**src/design/assert_macros.svh**
```systemverilog
// Assertion macros shared by the blur design files.
`ifndef ASSERT_MACROS_SVH
`define ASSERT_MACROS_SVH

// The consequent must hold in the same cycle as the antecedent.
`define SGB_ASSERT_IMP(label, ante, cons) \
    label: assert property (@(posedge clk) disable iff (!rst_n) (ante) |-> (cons)) \
        else $error("blur assertion failed");

// The consequent must hold in the cycle after the antecedent.
`define SGB_ASSERT_NEXT(label, ante, cons) \
    label: assert property (@(posedge clk) disable iff (!rst_n) (ante) |=> (cons)) \
        else $error("blur assertion failed");

`endif

```
**src/design/sgb_pkg.sv**
```systemverilog
// Types and constants of the separable blur block.
package sgb_pkg;

    localparam int MAX_WIDTH  = 1024;
    localparam int MAX_RADIUS = 4;
    localparam int TAPS       = 2 * MAX_RADIUS + 1;
    localparam int LINES      = 2 * MAX_RADIUS;
    localparam int NUM_CH     = 4;
    localparam int PIX_W      = 16;
    localparam int COEF_BITS  = 16;
    localparam int NUM_COEF   = 5;
    localparam int VSUM_W     = 24;
    localparam int COL_W      = 10;
    localparam int SLOT_W     = 3;
    localparam int DIM_W      = 11;
    localparam int K_W        = 4;
    localparam int PROD_W     = COEF_BITS + VSUM_W;
    localparam int ACC_W      = PROD_W + 4;
    localparam int VSHIFT     = COEF_BITS - 8;
    localparam int HSHIFT     = COEF_BITS + 8;
    localparam int RAM_DEPTH  = LINES * MAX_WIDTH;
    localparam int RAM_W      = NUM_CH * PIX_W;
    localparam int CFG_IDX_W  = 3;
    localparam int CFG_DATA_W = 16;

    localparam logic [CFG_IDX_W-1:0] REG_RADIUS  = 3'd0;
    localparam logic [CFG_IDX_W-1:0] REG_WIDTH   = 3'd1;
    localparam logic [CFG_IDX_W-1:0] REG_HEIGHT  = 3'd2;
    localparam logic [CFG_IDX_W-1:0] REG_COEFF_0 = 3'd3;
    localparam logic [CFG_IDX_W-1:0] REG_COEFF_1 = 3'd4;
    localparam logic [CFG_IDX_W-1:0] REG_COEFF_2 = 3'd5;
    localparam logic [CFG_IDX_W-1:0] REG_COEFF_3 = 3'd6;
    localparam logic [CFG_IDX_W-1:0] REG_COEFF_4 = 3'd7;

    typedef struct packed {
        logic [NUM_CH-1:0][PIX_W-1:0] pix;
        logic [COL_W-1:0]             col;
        logic [SLOT_W-1:0]            slot;
        logic                         do_v;
        logic                         do_h;
        logic                         row_end;
        logic                         frame_end;
    } item_t;

    typedef struct packed {
        logic [2:0]                         radius;
        logic [DIM_W-1:0]                   width;
        logic [DIM_W-1:0]                   height;
        logic [NUM_COEF-1:0][COEF_BITS-1:0] coeff;
    } cfg_t;

endpackage

```
**src/design/sgb_fifo.sv**
```systemverilog
// Two-entry queue that decouples the front end from the filter engine.
`include "assert_macros.svh"
module sgb_fifo (
    input  logic           clk,
    input  logic           rst_n,
    input  logic           push,
    input  sgb_pkg::item_t push_item,
    output logic           full,
    input  logic           pop,
    output logic           pop_valid,
    output sgb_pkg::item_t pop_item
);
    import sgb_pkg::*;

    item_t      mem_reg [2];
    logic       wr_ptr_reg, wr_ptr_next;
    logic       rd_ptr_reg, rd_ptr_next;
    logic [1:0] count_reg, count_next;

    assign full      = count_reg == 2'd2;
    assign pop_valid = count_reg != 2'd0;
    assign pop_item  = mem_reg[rd_ptr_reg];

    always_comb
    begin
        wr_ptr_next = push ? !wr_ptr_reg : wr_ptr_reg;
        rd_ptr_next = pop ? !rd_ptr_reg : rd_ptr_reg;
        count_next  = count_reg + {1'b0, push} - {1'b0, pop};
    end

    always_ff @(posedge clk or negedge rst_n)
    begin
        if (!rst_n)
        begin
            wr_ptr_reg <= 1'b0;
            rd_ptr_reg <= 1'b0;
            count_reg  <= 2'd0;
        end
        else
        begin
            wr_ptr_reg <= wr_ptr_next;
            rd_ptr_reg <= rd_ptr_next;
            count_reg  <= count_next;
        end
    end

    always_ff @(posedge clk)
    begin
        if (push)
        begin
            mem_reg[wr_ptr_reg] <= push_item;
        end
    end

    `SGB_ASSERT_IMP(a_no_overflow, push, count_reg != 2'd2)
    `SGB_ASSERT_IMP(a_no_underflow, pop, count_reg != 2'd0)
    `SGB_ASSERT_IMP(a_count_bound, 1'b1, count_reg != 2'd3)

endmodule

```
**config.mk**
```make
export PLATFORM = sky130hd
export DESIGN_NAME = sgb_fifo
export DESIGN_NICKNAME = d
export VERILOG_FILES = /design/src/design/sgb_pkg.sv /design/src/design/sgb_fifo.sv
export VERILOG_INCLUDE_DIRS = /design/src /design/src/design
export SDC_FILE = /design/constraint.sdc
export NUM_CORES = 1
export LEC_CHECK = 0
export BUFFER_PORTS_ARGS = -buffer_cell sky130_fd_sc_hd__buf_4
export CORE_MARGIN = 2
export CORE_UTILIZATION = 52
export DETAILED_ROUTE_END_ITERATION = 10
export HOLD_SLACK_MARGIN = 0.12
export PLACE_DENSITY_LB_ADDON = 0.15
export SETUP_SLACK_MARGIN = 0.4
export SKIP_LAST_GASP = 1
export SLEW_MARGIN = 30
export SYNTH_ARGS = -nofsm -noshare
export SYNTH_HDL_FRONTEND = slang
export SYNTH_SLANG_ARGS = --single-unit
```
**constraint.sdc**
```tcl
create_clock -name clk -period 5.42 [get_ports clk]
set_input_delay 0.542 -clock clk [delete_from_list [all_inputs] [get_ports clk]]
set_output_delay 0.542 -clock clk [all_outputs]
set_load 0.05 [all_outputs]
```
# Word-level counts from Yosys, hierarchy flattened
# Memories as Yosys holds them, arrays and structs flattened.
# Index checks and enable logic that the tools add are counted.
word_totals:
  regBits: 4
  mem_bits_rw: 162
  in_bits: 85
  memories: 1
classes:
  n_addsub: 2
  n_eq_ne: 1
  n_mux: 2
  reduce_logical: 3
mem_list:
  columns: ["name", "depth", "width", "read_ports", "rd_ports_with_merged_regs", "write_ports", "line", "rtl"]
  rows:
  - ["mem_reg", 2, 81, 1, 0, 1, "sgb_fifo.sv:15", "item_t mem_reg [2];"]
ops:
  columns: ["operator", "count"]
  rows:
  - ["adder 2 x 1 -> 2 bit", 1]
  - ["equality test 2 bit, second input constant", 1]
  - ["zero test 1 bit", 2]
  - ["2-to-1 mux 1 bit", 2]
  - ["nonzero test 2 bit", 1]
  - ["subtractor 2 x 1 -> 2 bit", 1]

# Depth between registers and ports, before layout
logic_depth:
  depth_word: 2
  mapped_depth: 5
  ltp_nobuf: 5

# Worst setup path after synthesis
# No wires, ideal clock.
synth_path:
  kind: "in2reg"
  start: "in push"
  end: "mem mem_reg[0][0] (netlist name) (enable)"
  setup_ns: 0.531
  arrival_ns: 4.083
  t_required_ns: 4.889
  path_slack_ns: 0.807
  path_stages: 1
  path_cell_list: "nor2b_1"
synth_via:
  elab_chain_cells: 2
synth_rtl:
  columns: ["item", "line", "rtl"]
  rows:
  - ["start, declared", "sgb_fifo.sv:6", "input logic push,"]
  - ["2-to-1 mux 1 bit", "sgb_fifo.sv:49", "if (push)"]
  - ["2-to-1 mux 1 bit (implied by the code)", "sgb_fifo.sv:51", "mem_reg[wr_ptr_reg] <= push_item;"]
  - ["end, declared", "sgb_fifo.sv:15", null]
# No other way between the ends.

==> flow_metrics.tcl <==
set metrics [dict create \
    yosys.area.top_type "edfxtp_1" \
    skew_ps 6.29 \
    drc 0 \
    worst_path_most_repeated_cell "buf_4" \
    finalCriticalPeriod_ps 3000 \
    diodes 0 \
    drt_iter0_markers 161 \
    synthTopCellsByCount "edfxtp_1, mux2_4, buf_12" \
    grt_pass1_wl_um 15400 \
    leakagePower_nw 3.39 \
    cap_viol_max_count 0 \
    grt-ovfl-total 0 \
    h-tree-depth 4 \
    area_growth_pct 30.2 \
    first_pass_iters 4 \
    seq_area_sq_um 4970 \
    ctsResizeCount 0 \
    synth_top_area_share_pct 75.5 \
    clk_latency_ps 410 \
    fillCellCount 801 \
    cp.arrival_ps 2460 \
    die_w_um 115 \
    synth_edf_count 162 \
    worstReg2RegStart "wr_ptr_reg" \
    largest_register_ffs 162 \
    cts-root-buf "clkbuf_16" \
    p_per_area_nw_per_um2 619 \
    core-area_sq_um 12100 \
    fin_ws_ps 2420 \
    slowest_delay_ps 880 \
    async_reset_ff_share_pct 2.41 \
    final-max-slew-violation-count 0 \
    io_buffer_count 167 \
    synth_seq_cells 166 \
    min_path_type "input port to register" \
    antenna_found_initial 0 \
    min_period_over_period_pct 55.3 \
    critical_path_class "register to primary output" \
    worstSetupStartpointType "register" \
    status "completed" \
    ys_warn_count 0 \
    synth_most_common_cell "edfxtp_1" \
    ir_worst_vdd_uv 400 \
    drt-wirelength-per-cell_um 16.5 \
    multi_input_area_sq_um 1310 \
    yosysSeqAreaShare_pct 77.0 \
    grt_start_max_net_pins 70 \
    ctsLongestPathBuffers 2 \
    crit_start "rd_ptr_reg" \
    grt_setup_unrepaired "no" \
    gp_congestion 0.702 \
    fmax_ghz 0.333 \
    ys.flop_type "edfxtp_1" \
    initial_core_util_pct 53.4 \
    post-place-ws_ps 2820 \
    synthTopCellsByArea "edfxtp_1, mux2_4, buf_12" \
    hold_viol 0 \
    worstSetupEndpointType "primary output" \
    grt_pass1_vias 3002 \
    syn_avg_cell_area_sq_um 24.1 \
    post-dp-hpwl_um 6640 \
    totalNegativeSetupSlack_ps 0 \
    regToRegSetupSlack_ps 3500 \
    path_max_fanout 38 \
    synthCells 267 \
    syn_area_sq_um 6440 \
    nets 537 \
    hold_start "push_item[57]" \
    clkSinkCount 166 \
    postSynthNetCount 354 \
    io_pins 168 \
    die_h_um 115 \
    slowest_stage "dfrtp_4" \
    row_count 40 \
    relSlewSlack_pct 53.7 \
    die_area_sq_um 13300 \
    avgViaCountPerCell 4.79 \
    grt_usage_pct 16.1 \
    clk_pin_slew_worst_paths_ps 60 \
    synth_cell_types 13 \
    path_cells "buf_4 -> mux2_2 -> buf_4" \
    finalSetupViolCount 0 \
    ant_nets 0 \
    drive_gt1_share_pct 62.2 \
    cts_made_buffers 17 \
    cts_tree "done" \
    required_ps 4880 \
    via_count 3020 \
    worstMarginPinSlew_ps 695 \
    routed_wl_um 10400 \
]
==> critical path: cells and delay by family (launching register included) <==
| family | cells | cell delay (ps) |
|---|---|---|
| buf+inv | 2 | 750 |
| flops | 1 | 880 |
| mux | 1 | 390 |
==> logic make-up (layout without fill, tap and decap cells) <==
| logic type | after synthesis | after routing | share of synthesized area (%) |
|---|---|---|---|
| DFF | 166 | 166 | 77.0 |
| buffers and inverters | 11 | 207 | 2.78 |
| and+or+nand+nor | 4 | 4 | 0.388 |
| muxes | 81 | 81 | 18.8 |
| xor gates and xnor gates | 3 | 3 | 0.641 |
| adders and majority gates | 2 | 2 | 0.388 |
==> layout by cell type, fill, tap and decap left out <==
master / n
xor3_1: 1
buf_4: 170
dfrtp_1: 3
mux2_2: 2
ha_1: 2
bufinv_16: 2
clkinv_1: 1
buf_12: 2
and2_4: 1
clkbuf_16: 17
nor2b_4: 1
clkinvlp_4: 6
dlygate4sd3_1: 1
nor2b_1: 1
xor2_1: 2
mux2_4: 79
edfxtp_1: 162
inv_1: 2
clkinv_2: 6
or2_2: 1
dfrtp_4: 1
==> routing by layer <==
layer	track usage, %	share of wire, %	vias up
met1	20.0	42	1476
li1	-	-	1423
met4	7.39	2.0	0
met5	0	0	-
met2	24.7	50	105
met3	6.69	6.3	16
==> repair_timing <==
item                      CTS  global route
hold endpoints to repair    4             0
setup buffers               0             0
hold buffers                1             0
==> cell type report <==
cell class,count,share of cell area [%]
Clock inverter,15,1.66
Tap cell,168,2.51
Timing Repair Buffer,173,15.8
Sequential cell,166,59.2
Inverter,2,0.0895
Clock buffer,17,5.07
Multi-Input combinational cell,90,15.6
==> report_power, final <==
group / internal, W / leakage, nW / total (W) / switching [W]
clock network: 0.000670 / 0.264 / 0.00113 / 0.000460
logic: 0.000849 / 1.56 / 0.00222 / 0.00137
registers: 0.00171 / 1.57 / 0.00184 / 0.000136
==> worst paths after layout <==
kind	end	cells after the start
max	pop_item[0]	3
min reg2reg	wr_ptr_reg	1
min in group asynchronous	count_reg[0]	2
max reg2reg	mem_reg[0][41]	3
min	mem_reg[0][57]	1
max in group asynchronous	rd_ptr_reg	2
==> metrics by stage <==
step	util, %	total power [W]	hold WS, ps	area (sq um)	cells
floorplan	-	0.00367	246	6440	267
global placement	64.4	0.00408	340	7770	596
detailed placement	64.6	0.00411	342	7790	597
CTS	69.4	0.00524	290	8370	630
global route	69.5	0.00539	285	8390	631
finish	69.5	0.00519	311	8390	631
Note: power is estimated with default switching activity, not from simulation.
