### config.mk
export PLATFORM = sky130hd
export DESIGN_NAME = sgb_front_flat
export DESIGN_NICKNAME = d
export VERILOG_FILES = /design/src/design/assert_macros.svh /design/src/design/sgb_pkg.sv /design/src/design/sgb_in_if.sv /design/src/design/sgb_front.sv /design/src/flat_wrapper.sv
export SDC_FILE = /design/constraint.sdc
export NUM_CORES = 1
export LEC_CHECK = 0
export ABC_AREA = 1
export BUFFER_PORTS_ARGS = -buffer_cell sky130_fd_sc_hd__buf_4
export CAP_MARGIN = 10
export CORE_AREA = 2 2 99 101
export DETAILED_ROUTE_END_ITERATION = 8
export DIE_AREA = 0 0 101 103
export GPL_TIMING_DRIVEN = 1
export SETUP_SLACK_MARGIN = 0.3
export SYNTH_ARGS = -nofsm -noshare
export SYNTH_HDL_FRONTEND = slang
export SYNTH_SLANG_ARGS = --single-unit
### constraint.sdc
create_clock -name clk -period 3.25 [get_ports clk]
set_input_delay 0.1625 -clock clk [delete_from_list [all_inputs] [get_ports clk]]
set_output_delay 0.1625 -clock clk [all_outputs]
set_load 0.02 [all_outputs]
### src/design/assert_macros.svh
// Assertion macros shared by the blur design files.
`ifndef ASSERT_MACROS_SVH
`define ASSERT_MACROS_SVH

// The consequent must hold in the same cycle as the antecedent.
`define SGB_ASSERT_IMP(label, ante, cons) \
    label: assert property (@(posedge clk) disable iff (!rst_n) (ante) |-> (cons)) \
        else $error("blur assertion failed");

// The consequent must hold in the cycle after the antecedent.
`define SGB_ASSERT_NEXT(label, ante, cons) \
    label: assert property (@(posedge clk) disable iff (!rst_n) (ante) |=> (cons)) \
        else $error("blur assertion failed");

`endif

### src/design/sgb_pkg.sv
// Types and constants of the separable blur block.
package sgb_pkg;

    localparam int MAX_WIDTH  = 1024;
    localparam int MAX_RADIUS = 4;
    localparam int TAPS       = 2 * MAX_RADIUS + 1;
    localparam int LINES      = 2 * MAX_RADIUS;
    localparam int NUM_CH     = 4;
    localparam int PIX_W      = 16;
    localparam int COEF_BITS  = 16;
    localparam int NUM_COEF   = 5;
    localparam int VSUM_W     = 24;
    localparam int COL_W      = 10;
    localparam int SLOT_W     = 3;
    localparam int DIM_W      = 11;
    localparam int K_W        = 4;
    localparam int PROD_W     = COEF_BITS + VSUM_W;
    localparam int ACC_W      = PROD_W + 4;
    localparam int VSHIFT     = COEF_BITS - 8;
    localparam int HSHIFT     = COEF_BITS + 8;
    localparam int RAM_DEPTH  = LINES * MAX_WIDTH;
    localparam int RAM_W      = NUM_CH * PIX_W;
    localparam int CFG_IDX_W  = 3;
    localparam int CFG_DATA_W = 16;

    localparam logic [CFG_IDX_W-1:0] REG_RADIUS  = 3'd0;
    localparam logic [CFG_IDX_W-1:0] REG_WIDTH   = 3'd1;
    localparam logic [CFG_IDX_W-1:0] REG_HEIGHT  = 3'd2;
    localparam logic [CFG_IDX_W-1:0] REG_COEFF_0 = 3'd3;
    localparam logic [CFG_IDX_W-1:0] REG_COEFF_1 = 3'd4;
    localparam logic [CFG_IDX_W-1:0] REG_COEFF_2 = 3'd5;
    localparam logic [CFG_IDX_W-1:0] REG_COEFF_3 = 3'd6;
    localparam logic [CFG_IDX_W-1:0] REG_COEFF_4 = 3'd7;

    typedef struct packed {
        logic [NUM_CH-1:0][PIX_W-1:0] pix;
        logic [COL_W-1:0]             col;
        logic [SLOT_W-1:0]            slot;
        logic                         do_v;
        logic                         do_h;
        logic                         row_end;
        logic                         frame_end;
    } item_t;

    typedef struct packed {
        logic [2:0]                         radius;
        logic [DIM_W-1:0]                   width;
        logic [DIM_W-1:0]                   height;
        logic [NUM_COEF-1:0][COEF_BITS-1:0] coeff;
    } cfg_t;

endpackage

### src/design/sgb_in_if.sv
// Pixel request channel into the blur block.
interface sgb_in_if;
    logic        valid;
    logic        ready;
    logic [15:0] chan_red;
    logic [15:0] chan_green;
    logic [15:0] chan_blue;
    logic [15:0] chan_alpha;

    modport source (output valid, output chan_red, output chan_green, output chan_blue,
                    output chan_alpha, input ready);
    modport sink (input valid, input chan_red, input chan_green, input chan_blue,
                  input chan_alpha, output ready);
endinterface

### src/design/sgb_front.sv
// Front end: accepts pixels, tracks the raster position and classifies each request.
module sgb_front (
    input  logic           clk,
    input  logic           rst_n,
    input  sgb_pkg::cfg_t  cfg,
    sgb_in_if.sink         pix_in,
    input  logic           full,
    output logic           push,
    output sgb_pkg::item_t push_item
);
    import sgb_pkg::*;

    logic [COL_W-1:0] col_reg, col_next;
    logic [COL_W-1:0] row_reg, row_next;
    logic [K_W-1:0]   two_r;
    logic             last_col;
    logic             last_row;

    assign pix_in.ready = !full;
    assign push         = pix_in.valid && !full;

    assign two_r    = {1'b0, cfg.radius} << 1;
    assign last_col = (DIM_W'(col_reg) + DIM_W'(1)) >= cfg.width;
    assign last_row = (DIM_W'(row_reg) + DIM_W'(1)) >= cfg.height;

    always_comb
    begin
        push_item.pix[0]   = pix_in.chan_red;
        push_item.pix[1]   = pix_in.chan_green;
        push_item.pix[2]   = pix_in.chan_blue;
        push_item.pix[3]   = pix_in.chan_alpha;
        push_item.col      = col_reg;
        push_item.slot     = row_reg[SLOT_W-1:0];
        push_item.do_v     = row_reg >= COL_W'(two_r);
        push_item.do_h     = (row_reg >= COL_W'(two_r)) && (col_reg >= COL_W'(two_r));
        push_item.row_end  = last_col;
        push_item.frame_end = last_col && last_row;

        col_next = col_reg;
        row_next = row_reg;
        if (push)
        begin
            if (last_col)
            begin
                col_next = '0;
                row_next = last_row ? '0 : row_reg + COL_W'(1);
            end
            else
            begin
                col_next = col_reg + COL_W'(1);
            end
        end
    end

    always_ff @(posedge clk or negedge rst_n)
    begin
        if (!rst_n)
        begin
            col_reg <= '0;
            row_reg <= '0;
        end
        else
        begin
            col_reg <= col_next;
            row_reg <= row_next;
        end
    end

endmodule

### src/flat_wrapper.sv
// flat-port wrapper written by rule: the top's interface ports become plain ports
module sgb_front_flat import sgb_pkg::*;
  (clk, rst_n, cfg, full, push, push_item, pix_in_valid, pix_in_chan_red, pix_in_chan_green, pix_in_chan_blue, pix_in_chan_alpha, pix_in_ready);
  sgb_in_if pix_in_i ();
  input  logic clk;
  input  logic rst_n;
  input  sgb_pkg::cfg_t cfg;
  input  logic full;
  output logic push;
  output sgb_pkg::item_t push_item;
  input wire logic [$bits(pix_in_i.valid)-1:0] pix_in_valid;
  input wire logic [$bits(pix_in_i.chan_red)-1:0] pix_in_chan_red;
  input wire logic [$bits(pix_in_i.chan_green)-1:0] pix_in_chan_green;
  input wire logic [$bits(pix_in_i.chan_blue)-1:0] pix_in_chan_blue;
  input wire logic [$bits(pix_in_i.chan_alpha)-1:0] pix_in_chan_alpha;
  output wire logic [$bits(pix_in_i.ready)-1:0] pix_in_ready;
  assign pix_in_i.valid = pix_in_valid;
  assign pix_in_i.chan_red = pix_in_chan_red;
  assign pix_in_i.chan_green = pix_in_chan_green;
  assign pix_in_i.chan_blue = pix_in_chan_blue;
  assign pix_in_i.chan_alpha = pix_in_chan_alpha;
  assign pix_in_ready = pix_in_i.ready;
  sgb_front u_core (.clk(clk), .rst_n(rst_n), .cfg(cfg), .pix_in(pix_in_i), .full(full), .push(push), .push_item(push_item));
endmodule
* Word-level counts from Yosys, hierarchy flattened
Index checks and enable logic that the tools add are counted.
** Operators by class
- Order comparisons :: 4
- Eq/ne operators :: 0
- Div/mod/pow operators :: 0
- Shifts and indexed selects :: 0
- Bitwise operators :: 0
- Muxes and demuxes :: 2
- Multipliers :: 0
- Add/sub/neg operators :: 4
- Reduce and logical (&&, ||, !) cells :: 5
** Operators with widths (number)
- $add A10 B1 Y11 const B :: 2
- $ge A11 B11 Y1 :: 2
- $add A10 B1 Y10 const B :: 2
- $ge A10 B4 Y1 :: 2
- $mux W10 :: 2
- $logic_and A1 B1 Y1 :: 3
- $reduce_and A2 Y1 :: 1
- $logic_not A1 Y1 :: 1
** Storage, ports and cells
- Latch bits :: 0
- Bits in writable memories :: 0
- Memories :: 0
- Memory bits (read-only) :: 0
- Register bits :: 20

* Depth between registers and ports, before layout
Gate-level depths: netlist of the first run.
- Word-level depth :: 3
- Depth in mapped cells :: 19
- Gate-level depth less buffers :: 19

* Worst setup path before layout of the first run
No wires, ideal clock.
- Path type :: register to register
- From :: register u_core.col_reg[0]
- To :: register u_core.col_reg[9]
- Period minus slack after synthesis :: 2519 ps
- Path slack :: 731 ps
- Arrival time :: 2453 ps
- Library setup time :: 66 ps
- Stages on the path, launching flop included :: 19
- Cell sequence :: dfrtp_1 ha_1 nand2_1 nor2_2 nand3_1 nor2_1 nand3_1 nand2_1 inv_1 ha_1 nand2_1 nand2_1 nand3_1 nand2_1 nor2_1 nand3_1 inv_1 nand2_1 nand2_1
** On the way
- Cells in the longest elaborated chain, start to end :: 3
** RTL lines
- from (decl) :: RTL line sgb_front.sv:13 : logic [COL_W-1:0] col_reg, col_next;
- from (signal assigned) :: RTL line sgb_front.sv:64 : col_reg <= col_next;
- $add A10 B1 Y11 :: RTL line sgb_front.sv:23 : assign last_col = (DIM_W'(col_reg) + DIM_W'(1)) >= cfg.width;
- $ge A11 B11 Y1 :: RTL line sgb_front.sv:23
- $mux W10 (*) :: RTL line sgb_front.sv:43 : if (last_col)
Every way passes the cells marked *; elsewhere a longest branch is shown, timed or not.
A chain may end at the register's enable or synchronous reset.

==> results of run 1 <==
-- routing by layer --
metal  vias up  global-route usage  share of wire
met1       859               0.135           0.46
met2        64               0.181           0.46
met5         -                   0              0
li1       1078                   -              -
met4         0              0.0312         0.0067
met3         6              0.0203          0.078
-- logic make-up (layout without fill, tap and decap cells) --
group / Yosys count / in the layout / share of synthesized area
adders and majority gates: 30 / 30 / 0.147
AOI/OAI and AO/OA: 20 / 20 / 0.0456
xor gates and xnor gates: 10 / 10 / 0.0372
DFF: 20 / 20 / 0.196
buffers and inverters: 139 / 125 / 0.305
and+or+nand+nor: 167 / 167 / 0.269
-- worst max-delay path by stage --
| stage | start | to | slack (ns) |
|---|---|---|---|
| 3_5_place_dp | u_core.row_reg[1] | push_item[0] | 0.42 |
| 4_1_cts | u_core.col_reg[1] | push_item[0] | 0.39 |
| 3_3_place_gp | u_core.col_reg[1] | u_core.col_reg[7] | 0.48 |
| 2_1_floorplan | u_core.col_reg[0] | u_core.col_reg[9] | 0.73 |
| 5_1_grt | u_core.row_reg[1] | push_item[0] | 0.32 |
| 6_report | u_core.col_reg[0] | push_item[0] | 0.51 |
-- repair_timing --
action,4_1_cts,5_1_grt
cloned,0,0
setup buffers,2,2
hold buffers,1,0
resized for setup,3,14
hold endpoints to repair,20,0
endpoints found under the setup margin,2,7
pin swaps,1,4
-- synthesized netlist by cell type (2+ instances only) --
cell,n
ha_1,30
a21o_1,2
nor3_1,2
nand4_1,2
a21oi_1,6
buf_4,68
nor2_2,3
buf_2,2
nand3_1,14
nor2_1,34
dfrtp_1,20
nand2_2,3
o21ai_0,7
nand2_1,105
xnor2_1,2
xor2_1,7
a21boi_0,2
nor4_1,2
inv_1,68
-- worst max-delay path, delay by kind of cell (launching register included) --
kind                     cells  cell delay (ns)
AND/OR/NAND/NOR             12             1.20
adder cells (fa/ha/maj)      2             0.47
flip-flops                   1             0.37
buffers and inverters        4             0.28
-- stage by stage --
step	instance area [µm²]	cells	utilization	power (mW)
CTS	2610	484	0.276	1.01
global placement	2540	478	0.269	0.820
finish	2680	486	0.283	1.01
detailed placement	2540	478	0.269	0.834
floorplan	2550	386	-	0.767
global route	2680	486	0.283	1.12
-- power groups by stage --
stage / logic (mW) / clock network [mW] / registers, mW
floorplan: 0.390 / 0 / 0.378
global placement: 0.473 / 0 / 0.347
detailed placement: 0.486 / 0 / 0.348
CTS: 0.505 / 0.165 / 0.339
global route: 0.598 / 0.175 / 0.346
finish: 0.513 / 0.162 / 0.339
-- final cells by class --
class | instances | area (µm²) | area share
well taps | 114 | 143 | 0.0532
clock buffers | 3 | 41.3 | 0.0154
repair buffers | 54 | 408 | 0.152
multi-input cells | 227 | 1330 | 0.497
flip-flops and latches | 20 | 502 | 0.187
inverters | 68 | 255 | 0.0952
==> key figures, run 1 <==
Critical path
  – Critical path launch point type: register
  – CP peak stage delay: 0.37 ns
  – Crit-path max FO: 3
  – Kind of critical path: register to primary output
  – CP max stage cell: dfrtp_1
  – Reg2reg start: u_core.col_reg[0]
  – CP arrival: roughly 2.6 ns
  – Reg2Reg Setup Slack: 0.60 ns
  – CP Data Required Time: just over 3 ns
  – CP Cell Sequence: ha_2 > nand2_1 > nor2_2 > nand3_2 > nor2_4 > nand3_1 > nand2_2 > inv_1 > ha_4 > inv_1 > nor2_1 > nand2_1 > nor2_2 > nor2_4 > nand2_2 > nand2_1 > inv_1 > buf_4
  – Crit end category: primary output
  – R2R Path End: u_core.row_reg[9]
  – R2R cell count: 17

Timing
  – Worst setup margin: roughly 0.51 ns
  – Slew Limit Fails: 0
  – Final hold slack: between 0.3 and 0.4 ns
  – RSZ-0062 raised after global routing: no
  – Highest Clock Rate: 0.365 GHz
  – Final TNS setup: 0 ns
  – Worst Skew: 0.00183 ns
  – Final Critical Period: ~2.7 ns
  – Slew margin rel.: 0.685
  – Final setup fails: 0
  – Final hold vios: 0
  – Tcrit/Tclk final: 0.844
  – Worst-Margin Slew: 0.472 ns

Pwr
  – Switching power: 0.416 mW
  – PD cells: roughly 380 nW/µm²
  – P_int: ~0.60 mW
  – Sequential Power Share: 0.334
  – Max rail drop VDD: about 0.23 mV
  – Switching Fraction: 0.411
  – Combinational Power Share: 0.506
  – Leak Pwr: around 1.6 nW
  – Clk pwr share: 0.160

Layout
  – Layout Area Growth over Synthesis: 4.95%
  – Nets: 577
  – Layout cells sized above 1: 0.210
  – Commonest cells after routing, fill and taps aside: 101 x nand2_1, 68 x inv_1, 53 x buf_4
  – Inserted Diodes: 0
  – Layout filler cell count: roughly 1100
  – Most common cell after layout, fill and taps aside: nand2_1

Synth
  – Fraction of registers with async set/reset: 1.00
  – Netlist cell types: 26
  – Post-Syn Instances: 386
  – FF+latch count, synth: 20
  – Most used DFF post-synth: dfrtp_1
  – Synth Warn #: 0
  – Post-synth EDFFs: 0
  – Area share of the largest cell type after synthesis: 0.200
  – Synth area leaders: buf_4 20%, dfrtp_1 20%, nand2_1 15%, ha_1 15%, inv_1 10%
  – Synth Cell Area: approximately 2600 µm²
  – Yosys top cell by area: buf_4
  – Syn nets: 589
  – Sequential fraction of the synthesis area: 0.196
  – Syn_area_per_cell: 6.62 µm²

Floorplanning
  – Core Area: 9460 µm²
  – Die outline area: ~10000 µm²
  – Boundary Pins: 256
  – FP Rows: 36
  – Die height: 103 µm
  – Chip width: a little over 100 µm
  – Starting Density: 0.270

Global route
  – Antenna violations before repair: 0
  – Largest net degree at the start of global routing: 21
  – First-pass GRT wire length: 8.97 mm
  – Total GRT Usage: 0.106
  – GR Overflow Total: 0
  – Vias in the first global route: 1950

Clocking
  – CTS buffer count: 3
  – CTS root buffer: clkbuf_8
  – Worst skew pair latency: about 0.25 ns
  – Clk slew on worst S/H paths: about 0.07 ns
  – CTS tree: built
  – CTS HTree Levels: 1
  – CTS sink count: 20
  – Bufs on Longest Clock Path: 2

Routing
  – TritonRoute pass-1 iters: 6
  – Final WL: around 5.4 mm
  – Iteration-0 DRC Markers: 71
  – Vias per cell: ~4.1
  – Vias: approximately 2000
  – Residual DRC: 0
  – Residual antenna-violating net count after detailed routing: 0
  – Routed len/inst: approximately 11 µm

Placement
  – Dpl ws: 0.425 ns
  – IO buf count: 47
  – Gp weighted congestion: just over 0.8
  – DP Wirelength: between 4 and 5 mm

Hold path
  – Hold Crit Class: input pin to asynchronous set/reset pin

Run
  – # Max-Cap Violations: 0

Run status
  – Run status: finished clean
(Power assumes the default switching activity.)
==> run 2, diff against run 1 <==
==> constraint.sdc (replaced) <==
create_clock -name clk -period 2.7 [get_ports clk]
set_input_delay 0.135 -clock clk [delete_from_list [all_inputs] [get_ports clk]]
set_output_delay 0.135 -clock clk [all_outputs]
set_load 0.02 [all_outputs]
==> key figures, run 2 (same netlist as run 1, synthesis figures left out) <==
Run status
  – Run status: finished clean

Layout
  – Most common cell after layout, fill and taps aside: nand2_1
  – Layout filler cell count: 1015 (-3.4%)
  – Non-Filler Instances: 514 (+5.8%)
  – Inserted Diodes: 0 (unchanged)
  – Commonest cells after routing, fill and taps aside: 88 x nand2_1, 70 x buf_4, 60 x inv_1
  – Layout cells sized above 1: 0.418 (+0.208)
  – Nets: 604 (+4.7%)
  – Layout Area Growth over Synthesis: 27.8%

Global route
  – Largest net degree at the start of global routing: 21 (unchanged)
  – GR Overflow Total: 0 (unchanged)
  – Total GRT Usage: 0.116 (+0.0107)
  – Vias in the first global route: 2184 (+12%)
  – Antenna violations before repair: 0 (unchanged)
  – First-pass GRT wire length: 9.79 mm (+9.2%)

Routing
  – Iteration-0 DRC Markers: 42 (-41%)
  – Vias per cell: 4.32 (+4.7%)
  – Residual antenna-violating net count after detailed routing: 0 (unchanged)
  – Vias: 2223 (+11%)
  – TritonRoute pass-1 iters: 5 (-1)
  – Routed len/inst: 12.0 µm (+8.1%)
  – Final WL: 6.16 mm (+14%)
  – Residual DRC: 0 (unchanged)

Floorplanning
  – Chip width: 101 µm (unchanged)
  – FP Rows: 36 (unchanged)
  – Die height: 103 µm (unchanged)
  – Core Area: 9460 µm² (unchanged)
  – Boundary Pins: 256 (unchanged)
  – Starting Density: 0.270 (unchanged)
  – Die outline area: 10400 µm² (unchanged)

Timing
  – Slew Limit Fails: 0 (unchanged)
  – Slew margin rel.: 0.672 (-0.0134)
  – Worst-Margin Slew: 0.491 ns (+0.0189 ns)
  – Tcrit/Tclk final: 0.967
  – Final TNS setup: 0 ns (unchanged)
  – Final setup fails: 0 (unchanged)
  – Highest Clock Rate: 0.383 GHz
  – Worst Skew: 0.00199 ns (+0.000159 ns)
  – Final Critical Period: roughly 2.6 ns
  – Final hold vios: 0 (unchanged)
  – RSZ-0062 raised after global routing: yes

Critical path
  – R2R Path End: u_core.row_reg[2]
  – Crit end category: primary output
  – Reg2Reg Setup Slack: 0.22 ns (-0.38 ns)
  – Critical path launch point type: register
  – Reg2reg start: u_core.row_reg[1]
  – WP buf/inv: 4 (unchanged)
  – CP Cell Sequence: ha_4 > nand2_4 > nor2_4 > nand3_2 > or2_4 > nand2_4 > inv_2 > ha_4 > inv_1 > nor2_2 > nand2_1 > a21boi_2 > nand2_2 > nand2_1 > inv_1 > buf_6
  – CP max stage cell: dfrtp_1
  – CP Data Required Time: 2.57 ns (-0.52 ns)
  – Crit-path max FO: 3 (unchanged)
  – CP arrival: 2.48 ns (-0.10 ns)
  – Kind of critical path: register to primary output
  – Critical path's top delay family: simple AND/OR/NAND/NOR gates
  – CP peak stage delay: 0.41 ns (+0.04 ns)
  – R2R cell count: 18 (+1)
  – Worst path depth: 16 (-2)

Clocking
  – Clk slew on worst S/H paths: 0.08 ns (about the same)
  – CTS sink count: 20 (unchanged)
  – Bufs on Longest Clock Path: 2 (unchanged)
  – CTS tree: built
  – CTS HTree Levels: 1 (unchanged)
  – CTS root buffer: clkbuf_8
  – CTS buffer count: 3 (unchanged)
  – Worst skew pair latency: 0.26 ns (about the same)

Placement
  – DP Wirelength: 4.55 mm (+3.2%)
  – Gp weighted congestion: 0.858 (+6.3%)
  – DP Cell Count: 485 (+1.5%)
  – IO buf count: 47 (unchanged)

Pwr
  – Max rail drop VDD: 0.372 mV (+63%)
  – Leak Pwr: 1.85 nW (+12%)
  – PD cells: 465 nW/µm² (+23%)

Hold path
  – WHS Path Cells: 0
  – Hold Crit Class: input pin to primary output
  – Hold EP: push_item[17]
  – Worst hold start: pix_in_chan_red[0]

Run
  – # Max-Cap Violations: 0 (unchanged)
==> run 2: worst reg2reg max path, stage by stage, from the launching register on <==
cell	delay, ns
dfrtp_1	0.41
ha_4	0.17
nand2_4	0.06
nor2_4	0.14
nand3_2	0.09
or2_4	0.27
nand2_4	0.08
inv_2	0.04
ha_4	0.26
inv_1	0.05
nor2_2	0.12
nand2_1	0.07
a21boi_2	0.15
nand2_2	0.09
buf_6	0.11
buf_8	0.13
nor2_1	0.05
nand2_1	0.05
nand2_1	0.04
==> run 2: worst max-delay path by stage <==
| stage | startpoint | slack, ns | to |
|---|---|---|---|
| final | u_core.row_reg[1] | 0.09 | push_item[0] |
| after global routing | u_core.row_reg[1] | -0.07 | push_item[0] |
| after CTS | u_core.row_reg[0] | 0.11 | push_item[0] |
| after detailed placement | u_core.col_reg[0] | 0.09 | u_core.col_reg[7] |
| after global placement | u_core.col_reg[0] | 0.13 | u_core.col_reg[7] |
| after floorplan | u_core.col_reg[0] | 0.30 | u_core.row_reg[0] |
==> run 2: what timing repair did <==
| item | CTS | global route |
|---|---|---|
| cloned | 1 | 0 |
| setup buffers | 6 | 17 |
| pin swaps | 19 | 30 |
| hold endpoints to repair | 20 | 0 |
| resized for setup | 54 | 54 |
| hold buffers | 1 | 0 |
| endpoints found under the setup margin | 22 | 22 |
==> run 2: cell type report <==
class	count	area (µm²)	area share
multi-input combinational	227	1650	0.505
timing repair buffer	81	652	0.200
sequential	20	509	0.156
inverter	68	258	0.0790
tap	114	143	0.0437
clock buffer	4	55.1	0.0169
==> run 2: metal layers <==
metal | wire [µm] | track usage
met3 | 450 | 0.0251
met1 | 2630 | 0.140
met4 | 74 | 0.0437
met5 | 0 | 0
met2 | 3000 | 0.204
==> run 2: stage by stage <==
step	power (mW)	hold WS, ns	setup slack (ns)	cell area, µm²	util
floorplan	0.928	-0.161	0.301	2560	-
global placement	1.03	0.0374	0.135	2600	0.275
global route	1.65	0.270	-0.0684	3260	0.345
CTS	1.37	0.270	0.112	2920	0.309
finish	1.52	0.270	0.0889	3260	0.345
detailed placement	1.04	0.0354	0.0882	2600	0.275
==> run 2: power breakdown <==
part	total, mW	switching [mW]	leakage (nW)	internal, mW
Clock	0.235	0.105	0.0288	0.130
Combinational	0.878	0.457	1.56	0.421
Sequential	0.405	0.0563	0.262	0.348
Total	1.52	0.618	1.85	0.899
==> run 3, diff against run 2 <==
==> constraint.sdc (replaced) <==
create_clock -name clk -period 2.7 [get_ports clk]
set_input_delay 0.27 -clock clk [delete_from_list [all_inputs] [get_ports clk]]
set_output_delay 0.27 -clock clk [all_outputs]
set_load 0.02 [all_outputs]
==> key figures, run 3 (same netlist as run 1, synthesis figures left out) <==
Run status
  – Run status: finished clean

Layout
  – Non-Filler Instances: 516 (+0.39%)
  – Inserted Diodes: 0 (unchanged)
  – Layout filler cell count: 1010 (-0.49%)
  – Layout cells sized above 1: 0.408 (-0.00954)
  – Finished Cell Area: 3220 µm² (-1.4%)
  – Layout Area Growth over Synthesis: 26.0%
  – Commonest cells after routing, fill and taps aside: 89 x nand2_1, 66 x buf_4, 60 x inv_1
  – Most common cell after layout, fill and taps aside: nand2_1
  – Nets: 606 (+0.33%)

Clocking
  – CTS HTree Levels: 1 (unchanged)
  – CTS sink count: 20 (unchanged)
  – Bufs on Longest Clock Path: 2 (unchanged)
  – CTS root buffer: clkbuf_8
  – Clk slew on worst S/H paths: 0.07 ns (about the same)
  – CTS buffer count: 3 (unchanged)
  – CTS tree: built
  – Worst skew pair latency: 0.25 ns (about the same)

Placement
  – Placed inst area: 2640 µm² (+1.5%)
  – DP Wirelength: 4.62 mm (+1.6%)
  – Gp weighted congestion: 0.854 (-0.40%)
  – IO buf count: 47 (unchanged)
  – Dpl ws: 0.138 ns (+0.0495 ns)
  – DP Cell Count: 486 (+0.21%)

Floorplanning
  – Starting Density: 0.270 (unchanged)
  – FP Rows: 36 (unchanged)
  – Die height: 103 µm (unchanged)
  – Core Area: 9460 µm² (unchanged)
  – Boundary Pins: 256 (unchanged)
  – Chip width: 101 µm (unchanged)
  – Die outline area: 10400 µm² (unchanged)

Critical path
  – Kind of critical path: register to primary output
  – Crit end category: primary output
  – CP Data Required Time: 2.43 ns (-0.14 ns)
  – Crit-path max FO: 2 (-1)
  – CP arrival: 2.39 ns (-0.09 ns)
  – Critical path launch point type: register

Pwr
  – Switching Fraction: 0.404 (-0.00332)
  – Clk pwr share: 0.137 (-0.018)
  – Combinational Power Share: 0.572 (-0.007)
  – Total power: 1.44 mW (-5.1%)
  – PD cells: 447 nW/µm² (-3.8%)
  – Sequential Power Share: 0.290 (+0.023)
  – Max rail drop VDD: 0.304 mV (-18%)
  – Switching power: 0.582 mW (-5.9%)
  – Leak Pwr: 1.81 nW (-2.1%)
  – P_int: 0.858 mW (-4.6%)

Run
  – # Max-Cap Violations: 0 (unchanged)

Timing
  – Final Critical Period: 2.66 ns (+0.0497 ns)
  – Tcrit/Tclk final: 0.985 (+0.0184)
  – Worst Skew: 0.00639 ns (+0.00440 ns)
  – Final TNS setup: 0 ns (unchanged)
  – RSZ-0062 raised after global routing: yes
  – Slew margin rel.: 0.714 (+0.0418)
  – Highest Clock Rate: 0.376 GHz (-1.9%)
  – Worst-Margin Slew: 0.428 ns (-0.0625 ns)
  – Slew Limit Fails: 0 (unchanged)
  – Final hold vios: 0 (unchanged)
  – Worst setup margin: 0.0392 ns (-0.0497 ns)
  – Final setup fails: 0 (unchanged)

Routing
  – Vias: 2196 (-1.2%)
  – Iteration-0 DRC Markers: 32 (-24%)
  – Routed len/inst: 12.0 µm (-0.16%)
  – Residual DRC: 0 (unchanged)
  – TritonRoute pass-1 iters: 4 (-1)
  – Final WL: 6.17 mm (+0.23%)
  – Residual antenna-violating net count after detailed routing: 0 (unchanged)
  – Vias per cell: 4.26 (-1.6%)

Global route
  – GR Overflow Total: 0 (unchanged)
  – Vias in the first global route: 2070 (-5.2%)
  – Largest net degree at the start of global routing: 21 (unchanged)
  – Total GRT Usage: 0.113 (-0.00367)
  – Antenna violations before repair: 0 (unchanged)
  – First-pass GRT wire length: 9.44 mm (-3.6%)

Hold path
  – Hold Crit Class: input pin to asynchronous set/reset pin
## run 3: layer usage
layer / wire [µm] / global-route usage / up-vias
met5: 0 / 0 / -
met4: 65 / 0.0395 / 0
met3: 510 / 0.0292 / 6
met2: 2980 / 0.196 / 78
met1: 2610 / 0.134 / 973
li1: - / - / 1139
## run 3: worst max-delay path, stage by stage (launching register included)
cell and delay, ns:
dfrtp_2 0.39, ha_4 0.15, nand2_4 0.05, nor2_4 0.11
nand3_2 0.08, or2_4 0.26, nand2_4 0.08, inv_2 0.04
ha_4 0.26, nand2_2 0.06, nor2_4 0.12, nand2_1 0.07
nor2_2 0.11, nor2_2 0.05, nand2_2 0.08, nand2_2 0.06
inv_2 0.04, buf_6 0.10
## run 3: power by group through the flow
| stage | logic [mW] | registers (mW) | clock network [mW] |
|---|---|---|---|
| after floorplan | 0.483 | 0.464 | 0 |
| after global placement | 0.649 | 0.405 | 0 |
| after detailed placement | 0.662 | 0.408 | 0 |
| after CTS | 0.780 | 0.411 | 0.206 |
| after global routing | 0.921 | 0.426 | 0.218 |
| final | 0.824 | 0.418 | 0.198 |
## run 3: stage by stage
stage / hold WS (ns) / utilization
2_1_floorplan: -0.0256 / -
3_3_place_gp: 0.166 / 0.279
3_5_place_dp: 0.164 / 0.279
4_1_cts: 0.451 / 0.316
5_1_grt: 0.463 / 0.340
6_report: 0.443 / 0.340
## run 3: area by class of cell
type	count	area (µm²)	area share
clock buffers	4	45.0	0.0140
flip-flops and latches	20	513	0.159
inverters	68	258	0.0801
repair buffers	83	686	0.213
multi-input cells	227	1570	0.489
well taps	114	143	0.0443
## run 3: path summary, 6_finish.rpt
path | startpoint | to | slack, ns | depth (start not counted)
min reg2reg | u_core.row_reg[3] | u_core.row_reg[3] | 0.57 | 2
min in group clk | pix_in_chan_red[0] | push_item[17] | 0.54 | 0
max in group asynchronous | rst_n | u_core.col_reg[5] | 2.02 | 2
max | u_core.row_reg[0] | push_item[0] | 0.04 | 17
min | rst_n | u_core.row_reg[1] | 0.44 | 2
max reg2reg | u_core.col_reg[0] | u_core.col_reg[8] | 0.22 | 20
## run 3: what timing repair did
| item | 4_1_cts | 5_1_grt |
|---|---|---|
| hold endpoints to repair | 20 | 0 |
| endpoints found under the setup margin | 22 | 22 |
| resized for setup | 45 | 49 |
| hold buffers | 1 | 0 |
| cloned | 1 | 0 |
| setup buffers | 19 | 5 |
| pin swaps | 28 | 28 |
